[config.mk]
export PLATFORM = sky130hd
export DESIGN_NAME = lorenz_euler_trajectory_core
export DESIGN_NICKNAME = d
export VERILOG_FILES = /design/src/rtl/lrz_pkg.sv /design/src/rtl/lrz_mul.sv /design/src/rtl/lorenz_euler_trajectory_core.sv
export SDC_FILE = /design/constraint.sdc
export NUM_CORES = 2
export LEC_CHECK = 0
export ABC_AREA = 1
export ABC_CLOCK_PERIOD_IN_PS = 11300
export BUFFER_PORTS_ARGS = -buffer_cell sky130_fd_sc_hd__buf_2
export CAP_MARGIN = 10
export CORE_MARGIN = 3
export CORE_UTILIZATION = 30
export CTS_CLUSTER_SIZE = 8
export DETAILED_ROUTE_END_ITERATION = 6
export MAX_ROUTING_LAYER = met4
export PLACE_DENSITY_LB_ADDON = 0.25
export SYNTH_ARGS = -nofsm -noshare
export SYNTH_HDL_FRONTEND = slang
export SYNTH_SLANG_ARGS = --single-unit
[constraint.sdc]
create_clock -name clk -period 11.3 [get_ports clk]
set_input_delay 0.565 -clock clk [delete_from_list [all_inputs] [get_ports clk]]
set_output_delay 0.565 -clock clk [all_outputs]
set_load 0.1 [all_outputs]
[src/rtl/lrz_pkg.sv]
// ----------------------------------------------------------------------------
// lrz_pkg
// Shared constants for the Lorenz trajectory core: default widths, the
// configuration register map and the reset values of the coefficients.
// ----------------------------------------------------------------------------
package lrz_pkg;

  // Default number formats
  localparam int COORD_WIDTH_DEF   = 32;
  localparam int FRACTION_BITS_DEF = 22;
  localparam int INDEX_WIDTH_DEF   = 20;

  // Configuration register map
  localparam int CFG_IDX_W = 3;
  localparam logic [CFG_IDX_W-1:0] REG_SIGMA      = 3'd0;
  localparam logic [CFG_IDX_W-1:0] REG_BETA       = 3'd1;
  localparam logic [CFG_IDX_W-1:0] REG_RHO        = 3'd2;
  localparam logic [CFG_IDX_W-1:0] REG_TIME_STEP  = 3'd3;
  localparam logic [CFG_IDX_W-1:0] REG_RUN_LENGTH = 3'd4;

  // Reset values, as integers or ratios scaled by one unit of the format
  localparam longint unsigned SIGMA_UNITS = 64'd10;
  localparam longint unsigned RHO_UNITS   = 64'd28;
  localparam longint unsigned BETA_NUM    = 64'd26666;
  localparam longint unsigned BETA_DEN    = 64'd10000;
  localparam longint unsigned DT_DEN      = 64'd1000;
  localparam longint unsigned RUN_LENGTH_RST = 64'd50000;

  // Input tdata width: the restart flag padded to one byte
  localparam int IN_DW = 8;

endpackage

[src/rtl/lrz_mul.sv]
// ----------------------------------------------------------------------------
// lrz_mul
// Shared fixed point multiplier: registered signed product, then a floor
// shift by the fraction width and a clamp to the coordinate range.
// ----------------------------------------------------------------------------
module lrz_mul #(
  parameter int CW  = lrz_pkg::COORD_WIDTH_DEF,
  parameter int FB  = lrz_pkg::FRACTION_BITS_DEF,
  parameter int OPW = lrz_pkg::COORD_WIDTH_DEF
) (
  input  logic                  clk,
  input  logic signed [OPW-1:0] op_a,
  input  logic signed [OPW-1:0] op_b,
  output logic signed [CW-1:0]  q,
  output logic                  q_sat
);

  localparam int PW = 2 * OPW;

  logic signed [PW-1:0] prod;
  logic signed [PW-1:0] prod_r;
  logic signed [PW-1:0] shifted;
  logic [PW-CW:0]       hi_bits;
  logic                 ovf;

  assign prod = op_a * op_b;

  always_ff @(posedge clk) begin
    prod_r <= prod;
  end

  // Arithmetic shift gives rounding toward minus infinity.
  assign shifted = prod_r >>> FB;
  assign hi_bits = shifted[PW-1:CW-1];
  assign ovf     = (|hi_bits) && !(&hi_bits);
  assign q_sat   = ovf;

  always_comb begin
    if (ovf) begin
      q = shifted[PW-1] ? {1'b1, {(CW-1){1'b0}}} : {1'b0, {(CW-1){1'b1}}};
    end else begin
      q = shifted[CW-1:0];
    end
  end

endmodule

[src/rtl/lorenz_euler_trajectory_core.sv]
// ----------------------------------------------------------------------------
// lorenz_euler_trajectory_core
// Each input steps through PREP, MDX to MDTZ, WZ and DONE; DONE waits until
// the output register is free, then raises out_tvalid. No input is taken
// meanwhile; the seven products pass one by one through the shared multiplier.
// Reset (rst_n, synchronous): coefficients return to their defaults, the
// point to (1,1,1) and the point counter to 0; there is no clearing pass.
// ----------------------------------------------------------------------------
module lorenz_euler_trajectory_core #(
  parameter int COORD_WIDTH   = lrz_pkg::COORD_WIDTH_DEF,
  parameter int FRACTION_BITS = lrz_pkg::FRACTION_BITS_DEF,
  parameter int INDEX_WIDTH   = lrz_pkg::INDEX_WIDTH_DEF,
  localparam int CDW = (COORD_WIDTH > FRACTION_BITS + 1) ?
                       ((COORD_WIDTH > INDEX_WIDTH) ? COORD_WIDTH : INDEX_WIDTH) :
                       ((FRACTION_BITS + 1 > INDEX_WIDTH) ? FRACTION_BITS + 1 : INDEX_WIDTH),
  localparam int DW  = ((3 * COORD_WIDTH + INDEX_WIDTH + 7) / 8) * 8
) (
  input  logic                          clk,
  input  logic                          rst_n,
  // Input stream
  input  logic                          in_tvalid,
  output logic                          in_tready,
  input  logic [lrz_pkg::IN_DW-1:0]     in_tdata,   // [0] restart
  // Result stream
  output logic                          out_tvalid,
  input  logic                          out_tready,
  output logic [DW-1:0]                 out_tdata,  // point_x, point_y, point_z, step_index
  output logic                          out_tlast,  // run_end
  output logic                          out_tuser,  // saturated
  // Configuration write channel
  input  logic                          cfg_valid,
  output logic                          cfg_ready,
  input  logic [lrz_pkg::CFG_IDX_W-1:0] cfg_index,
  input  logic [CDW-1:0]                cfg_data
);

  localparam int CW  = COORD_WIDTH;
  localparam int FB  = FRACTION_BITS;
  localparam int IW  = INDEX_WIDTH;
  localparam int TSW = FB + 1;
  localparam int OPW = (CW > FB + 1) ? CW : FB + 2;

  localparam longint unsigned ONE64 = 64'd1 << FB;
  localparam logic signed [CW-1:0] ONE_C     = CW'(ONE64);
  localparam logic signed [CW-1:0] SIGMA_RST = CW'(lrz_pkg::SIGMA_UNITS * ONE64);
  localparam logic signed [CW-1:0] RHO_RST   = CW'(lrz_pkg::RHO_UNITS * ONE64);
  localparam logic signed [CW-1:0] BETA_RST  =
    CW'((lrz_pkg::BETA_NUM * ONE64 + lrz_pkg::BETA_DEN - 64'd1) / lrz_pkg::BETA_DEN);
  localparam logic [TSW-1:0] DT_RST  = TSW'(ONE64 / lrz_pkg::DT_DEN);
  localparam logic [IW-1:0]  LEN_RST = IW'(lrz_pkg::RUN_LENGTH_RST);

  // Sequencer phases; each multiply phase issues one product, and the
  // following phase writes its clamped result back.
  localparam logic [3:0] PH_IDLE = 4'd0;
  localparam logic [3:0] PH_PREP = 4'd1;
  localparam logic [3:0] PH_MDX  = 4'd2;
  localparam logic [3:0] PH_MRZ  = 4'd3;
  localparam logic [3:0] PH_MDTX = 4'd4;
  localparam logic [3:0] PH_MXY  = 4'd5;
  localparam logic [3:0] PH_MBZ  = 4'd6;
  localparam logic [3:0] PH_MDTY = 4'd7;
  localparam logic [3:0] PH_MDTZ = 4'd8;
  localparam logic [3:0] PH_WZ   = 4'd9;
  localparam logic [3:0] PH_DONE = 4'd10;

  logic [3:0]            phase_r, phase_nxt;
  logic signed [CW-1:0]  x_r, x_nxt, y_r, y_nxt, z_r, z_nxt;
  logic [IW-1:0]         cnt_r, cnt_nxt;
  logic signed [CW-1:0]  sigma_r, sigma_nxt, beta_r, beta_nxt, rho_r, rho_nxt;
  logic [TSW-1:0]        dt_r, dt_nxt;
  logic [IW-1:0]         len_r, len_nxt;
  logic signed [CW-1:0]  d1_r, d1_nxt, d2_r, d2_nxt;
  logic signed [CW-1:0]  dx_r, dx_nxt, dy_r, dy_nxt, dz_r, dz_nxt;
  logic signed [CW-1:0]  nx_r, nx_nxt, ny_r, ny_nxt, nz_r, nz_nxt;
  logic                  flag_r, flag_nxt;
  logic signed [CW-1:0]  ox_r, ox_nxt, oy_r, oy_nxt, oz_r, oz_nxt;
  logic [IW-1:0]         oidx_r, oidx_nxt;
  logic                  olast_r, olast_nxt, osat_r, osat_nxt;
  logic                  ovalid_r, ovalid_nxt;

  logic signed [OPW-1:0] op_a, op_b;
  logic signed [CW-1:0]  q;
  logic                  q_sat;
  logic [IW-1:0]         len_eff;
  logic                  in_acc, cfg_acc;
  logic [CW:0]           r1, r2;

  // Saturating add or subtract; bit CW of the result is the clamp flag.
  function automatic logic [CW:0] sat_as(input logic signed [CW-1:0] a,
                                         input logic signed [CW-1:0] b,
                                         input logic sub);
    logic signed [CW:0] s;
    logic               ovf;
    s   = sub ? ((CW+1)'(a) - (CW+1)'(b)) : ((CW+1)'(a) + (CW+1)'(b));
    ovf = s[CW] ^ s[CW-1];
    return {ovf, ovf ? {s[CW], {(CW-1){~s[CW]}}} : s[CW-1:0]};
  endfunction

  lrz_mul #(
    .CW  (CW),
    .FB  (FB),
    .OPW (OPW)
  ) u_mul (
    .clk   (clk),
    .op_a  (op_a),
    .op_b  (op_b),
    .q     (q),
    .q_sat (q_sat)
  );

  assign in_tready  = (phase_r == PH_IDLE);
  assign cfg_ready  = 1'b1;
  assign in_acc     = in_tvalid && in_tready;
  assign cfg_acc    = cfg_valid && cfg_ready;
  assign len_eff    = (len_r == '0) ? IW'(1) : len_r;

  assign out_tvalid = ovalid_r;
  assign out_tdata  = DW'({oidx_r, oz_r, oy_r, ox_r});
  assign out_tlast  = olast_r;
  assign out_tuser  = osat_r;

  // Operand selection for the product issued in each phase
  always_comb begin
    op_a = '0;
    op_b = '0;
    unique case (phase_r)
      PH_MDX:  begin op_a = OPW'(sigma_r); op_b = OPW'(d1_r); end
      PH_MRZ:  begin op_a = OPW'(x_r);     op_b = OPW'(d2_r); end
      PH_MDTX: begin op_a = OPW'(dt_r);    op_b = OPW'(dx_r); end
      PH_MXY:  begin op_a = OPW'(x_r);     op_b = OPW'(y_r);  end
      PH_MBZ:  begin op_a = OPW'(beta_r);  op_b = OPW'(z_r);  end
      PH_MDTY: begin op_a = OPW'(dt_r);    op_b = OPW'(dy_r); end
      PH_MDTZ: begin op_a = OPW'(dt_r);    op_b = OPW'(dz_r); end
      default: begin op_a = '0;            op_b = '0;         end
    endcase
  end

  always_comb begin
    phase_nxt  = phase_r;
    x_nxt      = x_r;
    y_nxt      = y_r;
    z_nxt      = z_r;
    cnt_nxt    = cnt_r;
    sigma_nxt  = sigma_r;
    beta_nxt   = beta_r;
    rho_nxt    = rho_r;
    dt_nxt     = dt_r;
    len_nxt    = len_r;
    d1_nxt     = d1_r;
    d2_nxt     = d2_r;
    dx_nxt     = dx_r;
    dy_nxt     = dy_r;
    dz_nxt     = dz_r;
    nx_nxt     = nx_r;
    ny_nxt     = ny_r;
    nz_nxt     = nz_r;
    flag_nxt   = flag_r;
    ox_nxt     = ox_r;
    oy_nxt     = oy_r;
    oz_nxt     = oz_r;
    oidx_nxt   = oidx_r;
    olast_nxt  = olast_r;
    osat_nxt   = osat_r;
    ovalid_nxt = ovalid_r && !out_tready;
    r1         = '0;
    r2         = '0;

    if (cfg_acc) begin
      unique case (cfg_index)
        lrz_pkg::REG_SIGMA:      sigma_nxt = cfg_data[CW-1:0];
        lrz_pkg::REG_BETA:       beta_nxt  = cfg_data[CW-1:0];
        lrz_pkg::REG_RHO:        rho_nxt   = cfg_data[CW-1:0];
        lrz_pkg::REG_TIME_STEP:  dt_nxt    = cfg_data[TSW-1:0];
        lrz_pkg::REG_RUN_LENGTH: len_nxt   = cfg_data[IW-1:0];
        default: ;
      endcase
    end

    unique case (phase_r)
      PH_IDLE: begin
        if (in_acc) begin
          flag_nxt  = 1'b0;
          phase_nxt = PH_PREP;
          // Restart on request, or once the point count has reached the run length.
          if (in_tdata[0] || (cnt_r >= len_eff)) begin
            x_nxt   = ONE_C;
            y_nxt   = ONE_C;
            z_nxt   = ONE_C;
            cnt_nxt = '0;
          end
        end
      end
      PH_PREP: begin
        r1        = sat_as(y_r, x_r, 1'b1);
        r2        = sat_as(rho_r, z_r, 1'b1);
        d1_nxt    = r1[CW-1:0];
        d2_nxt    = r2[CW-1:0];
        flag_nxt  = flag_r | r1[CW] | r2[CW];
        phase_nxt = PH_MDX;
      end
      PH_MDX: begin
        phase_nxt = PH_MRZ;
      end
      PH_MRZ: begin
        dx_nxt    = q;
        flag_nxt  = flag_r | q_sat;
        phase_nxt = PH_MDTX;
      end
      PH_MDTX: begin
        r1        = sat_as(q, y_r, 1'b1);
        dy_nxt    = r1[CW-1:0];
        flag_nxt  = flag_r | q_sat | r1[CW];
        phase_nxt = PH_MXY;
      end
      PH_MXY: begin
        r1        = sat_as(x_r, q, 1'b0);
        nx_nxt    = r1[CW-1:0];
        flag_nxt  = flag_r | q_sat | r1[CW];
        phase_nxt = PH_MBZ;
      end
      PH_MBZ: begin
        // x*y parks in d1, which is free by now.
        d1_nxt    = q;
        flag_nxt  = flag_r | q_sat;
        phase_nxt = PH_MDTY;
      end
      PH_MDTY: begin
        r1        = sat_as(d1_r, q, 1'b1);
        dz_nxt    = r1[CW-1:0];
        flag_nxt  = flag_r | q_sat | r1[CW];
        phase_nxt = PH_MDTZ;
      end
      PH_MDTZ: begin
        r1        = sat_as(y_r, q, 1'b0);
        ny_nxt    = r1[CW-1:0];
        flag_nxt  = flag_r | q_sat | r1[CW];
        phase_nxt = PH_WZ;
      end
      PH_WZ: begin
        r1        = sat_as(z_r, q, 1'b0);
        nz_nxt    = r1[CW-1:0];
        flag_nxt  = flag_r | q_sat | r1[CW];
        phase_nxt = PH_DONE;
      end
      PH_DONE: begin
        if (!ovalid_r || out_tready) begin
          ox_nxt     = nx_r;
          oy_nxt     = ny_r;
          oz_nxt     = nz_r;
          oidx_nxt   = cnt_r;
          olast_nxt  = ((IW+1)'(cnt_r) + (IW+1)'(1)) >= (IW+1)'(len_eff);
          osat_nxt   = flag_r;
          ovalid_nxt = 1'b1;
          x_nxt      = nx_r;
          y_nxt      = ny_r;
          z_nxt      = nz_r;
          cnt_nxt    = cnt_r + IW'(1);
          phase_nxt  = PH_IDLE;
        end
      end
      default: begin
        phase_nxt = PH_IDLE;
      end
    endcase
  end

  always_ff @(posedge clk) begin
    if (!rst_n) begin
      phase_r  <= PH_IDLE;
      ovalid_r <= 1'b0;
      x_r      <= ONE_C;
      y_r      <= ONE_C;
      z_r      <= ONE_C;
      cnt_r    <= '0;
      sigma_r  <= SIGMA_RST;
      beta_r   <= BETA_RST;
      rho_r    <= RHO_RST;
      dt_r     <= DT_RST;
      len_r    <= LEN_RST;
      flag_r   <= 1'b0;
    end else begin
      phase_r  <= phase_nxt;
      ovalid_r <= ovalid_nxt;
      x_r      <= x_nxt;
      y_r      <= y_nxt;
      z_r      <= z_nxt;
      cnt_r    <= cnt_nxt;
      sigma_r  <= sigma_nxt;
      beta_r   <= beta_nxt;
      rho_r    <= rho_nxt;
      dt_r     <= dt_nxt;
      len_r    <= len_nxt;
      flag_r   <= flag_nxt;
    end
  end

  always_ff @(posedge clk) begin
    d1_r    <= d1_nxt;
    d2_r    <= d2_nxt;
    dx_r    <= dx_nxt;
    dy_r    <= dy_nxt;
    dz_r    <= dz_nxt;
    nx_r    <= nx_nxt;
    ny_r    <= ny_nxt;
    nz_r    <= nz_nxt;
    ox_r    <= ox_nxt;
    oy_r    <= oy_nxt;
    oz_r    <= oz_nxt;
    oidx_r  <= oidx_nxt;
    olast_r <= olast_nxt;
    osat_r  <= osat_nxt;
  end

endmodule

==> qor.yml <==
clock_network:
  post_cts_buffers: 0
  clk_latency_ns: 0.73
  root_buffer: "clkbuf_16"
  path_clk_slew_ns: 0.05
  tritoncts: "yes"
  cts.sinks: 677
  htreeDepth: 3
  cts_repair_resize_count: 0
  cts_buffers: 97
  hold_buffers: 0
  clockBufferDepth: 3
die:
  rows: 183
  dieArea_sq_mm: 0.257
  die_w_microns: 507
  core_region_area_sq_mm: 0.249
  die_y_microns: 507
  start_util: 0.302
  pin_count: 173
logic_synthesis:
  synth_edf_count: 374
  synth_top_area_cell: "fa_1"
  netlist_top_cells_area: "fa_1, edfxtp_1, nand2_1"
  syn_inst: 9184
  syn_area_per_cell_sq_um: 8.19
  syn-cell-area_sq_mm: 0.0752
  ys.flop_type: "edfxtp_1"
  yosysSeqAreaShare: 0.230
  async_reset_ff_frac: 0
  yosys_warnings: 0
  synth-seq-cells: 677
  yosysTopAreaCellShare: 0.290
  ys_types: 57
sta:
  fmax_ghz: 0.0967
  finalHoldViolations: 0
  rsz0062_at_grt: "no"
  setup_viol: 0
  slew-limit-headroom: 0.142
  finClkSkew_ns: 0.0757
  finalCriticalPeriod_ns: 10.34
  finalCritPeriodShare: 0.915
  layout_setup_ws_ns: 0.957
  drv_slew: 0
  finalSetupTns_ns: 0
  tightest_slew_ns: 1.29
worst_setup_path:
  cpMostUsedCell: "fa_1"
  crit_type: "flip-flop to flip-flop"
  required_ns: 11.85
  crit_fanout: 18
  arrival_ns: 10.89
  start_kind: "flip-flop"
  cp_slowest_cell: "nor4_2"
  slowest_delay_ns: 0.98
  rrSetupSlack_ns: 0.96
  cp-end-kind: "flip-flop"
pwr:
  internal_power_mw: 5.95
  swShare: 0.450
  power_frac_clock: 0.260
  ir_drop_mv: 0.128
  power_switching_mw: 4.86
  seqPwrFrac: 0.277
  combPwrFrac: 0.462
  leakagePower_nw: 39.6
  powerDensity_mw_per_mm2: 130
final_layout:
  fillers: 26300
  drive_gt1_frac: 0.0543
  area_growth_pct: 10.5
  final_nets: 10800
detailed_routing:
  wirelength_mm: 290
  routed_via_density: 4.93
  first_iter_violations: 5160
  num_vias: 62400
  drc: 0
  ant_nets: 0
  dr.pass1.iters: 6
  wl_per_cell_microns: 22.9
job:
  maxCapViolations: 0
global_route:
  grt_pass1_wl_mm: 431
  antenna_found_initial: 20
  grt_pass1_vias: 64100
  track_usage: 0.232
  grt_max_degree: 144
  grt-ovfl-total: 0
place:
  gp_congestion: 0.965
  io_buffers: 160
  place_hpwl_mm: 232
  dpl_worst_slack_ns: 1.24
status:
  status: "finished, final reports clean"
min_path:
  hold_class: "input port to flip-flop"
-- registers in the layout, indices dropped and copies added, names as in the netlist, 23 cells and up --
signal and cells:
u_mul.prod_r 42, oz_r 32, dx_r 32, dy_r 32, sigma_r 32, nz_r 32
beta_r 32, d2_r 32, ox_r 32, y_r 32, dz_r 32, dt_r 23
rho_r 32, z_r 32, x_r 32, nx_r 32, oy_r 32, ny_r 32
d1_r 32
-- logic make-up after synthesis --
logic type | after synthesis | share of synthesized area
and+or+nand+nor | 3242 | 0.172
xor gates and xnor gates | 250 | 0.0291
AOI/OAI and AO/OA | 1263 | 0.0927
other | 2 | 0.0000999
adders and majority gates | 1533 | 0.364
DFF | 677 | 0.230
buffers and inverters | 2217 | 0.112
-- synthesized netlist by cell type (all sizes together) (2+ instances only) --
cell,n
a211oi,10
a21boi,6
a21o,24
a21oi,582
a221oi,16
a22o,39
a22oi,25
a311oi,2
a31oi,28
and2,2
and3,15
buf,105
clkbuf,248
clkinv,11
conb,2
dfxtp,303
edfxtp,374
fa,1088
ha,445
inv,1853
nand2,2046
nand3,215
nand3b,7
nand4,30
nor2,827
nor3,56
nor3b,9
nor4,33
o2111ai,3
o211a,2
o211ai,12
o21a,11
o21ai,430
o21bai,31
o221ai,3
o22ai,30
o31ai,3
o41ai,2
xnor2,75
xor2,175
-- power groups by stage --
| stage | Combinational, mW | Clock, mW | Sequential, mW |
|---|---|---|---|
| after floorplan | 3.04 | 0 | 3.01 |
| after global placement | 4.91 | 0 | 3.04 |
| after detailed placement | 4.89 | 0 | 3.05 |
| after CTS | 4.94 | 2.87 | 3.00 |
| after global routing | 5.45 | 2.97 | 3.00 |
| final | 5.00 | 2.82 | 3.00 |
-- layer usage --
metal | GRT usage | part of all wire | up-vias
met5 | - | 0 | -
met2 | 0.362 | 0.45 | 2086
li1 | - | - | 28400
met3 | 0.0262 | 0.058 | 382
met4 | 0.0750 | 0.038 | 0
met1 | 0.314 | 0.45 | 31500
-- layout make-up --
cell class,count,area [sq um],share of cell area
diodes,8,20.0,0.000241
flip-flops and latches,677,17300,0.208
clock buffers,151,2640,0.0318
multi-input cells,6293,49600,0.597
clock inverters,13,246,0.00297
inverters,1864,7000,0.0843
well taps,3330,4170,0.0502
repair buffers,331,2140,0.0257
-- worst paths after layout --
check / start / end / depth (start not counted)
setup reg to reg: phase_r[0] / u_mul.prod_r[60] / 31
hold reg to reg: nz_r[12] / oz_r[12] / 0
setup / recovery: phase_r[0] / u_mul.prod_r[60] / 31
hold / removal: cfg_data[24] / sigma_r[24] / 3
-- worst max-delay path: cells and delay by family, from the launching register on --
| kind | cells | cell delay, ns |
|---|---|---|
| simple gates | 8 | 2.12 |
| flops | 1 | 0.40 |
| compound gates | 6 | 1.33 |
| fa+ha+maj | 9 | 4.39 |
| buf+inv | 8 | 1.84 |
-- stage by stage --
| stage | util | instances | hold WS (ns) | area (sq um) | power (mW) |
|---|---|---|---|---|---|
| after global placement | 0.322 | 12500 | 0.437 | 80200 | 7.95 |
| after global routing | 0.334 | 12700 | 0.0959 | 83100 | 11.4 |
| after detailed placement | 0.322 | 12500 | 0.435 | 80200 | 7.93 |
| after CTS | 0.334 | 12700 | 0.0537 | 83000 | 10.8 |
| after floorplan | - | 9187 | 0.421 | 75200 | 6.06 |
| final | 0.334 | 12700 | 0.113 | 83100 | 10.8 |
-- layout by cell type (no fill, tap or decap), types with 28 or more instances in the layout --
master	n
nand2_1	2037
inv_1	1832
fa_1	1088
nor2_1	811
a21oi_1	581
ha_1	445
o21ai_0	422
edfxtp_1	374
dfxtp_1	302
nand3_1	215
xor2_1	175
buf_4	168
buf_2	159
clkbuf_16	97
xnor2_1	75
clkbuf_1	53
nor3_1	50
a22o_1	39
o21bai_1	31
o22ai_1	30
nand4_1	30
a31oi_1	28
(Power assumes the default switching activity.)
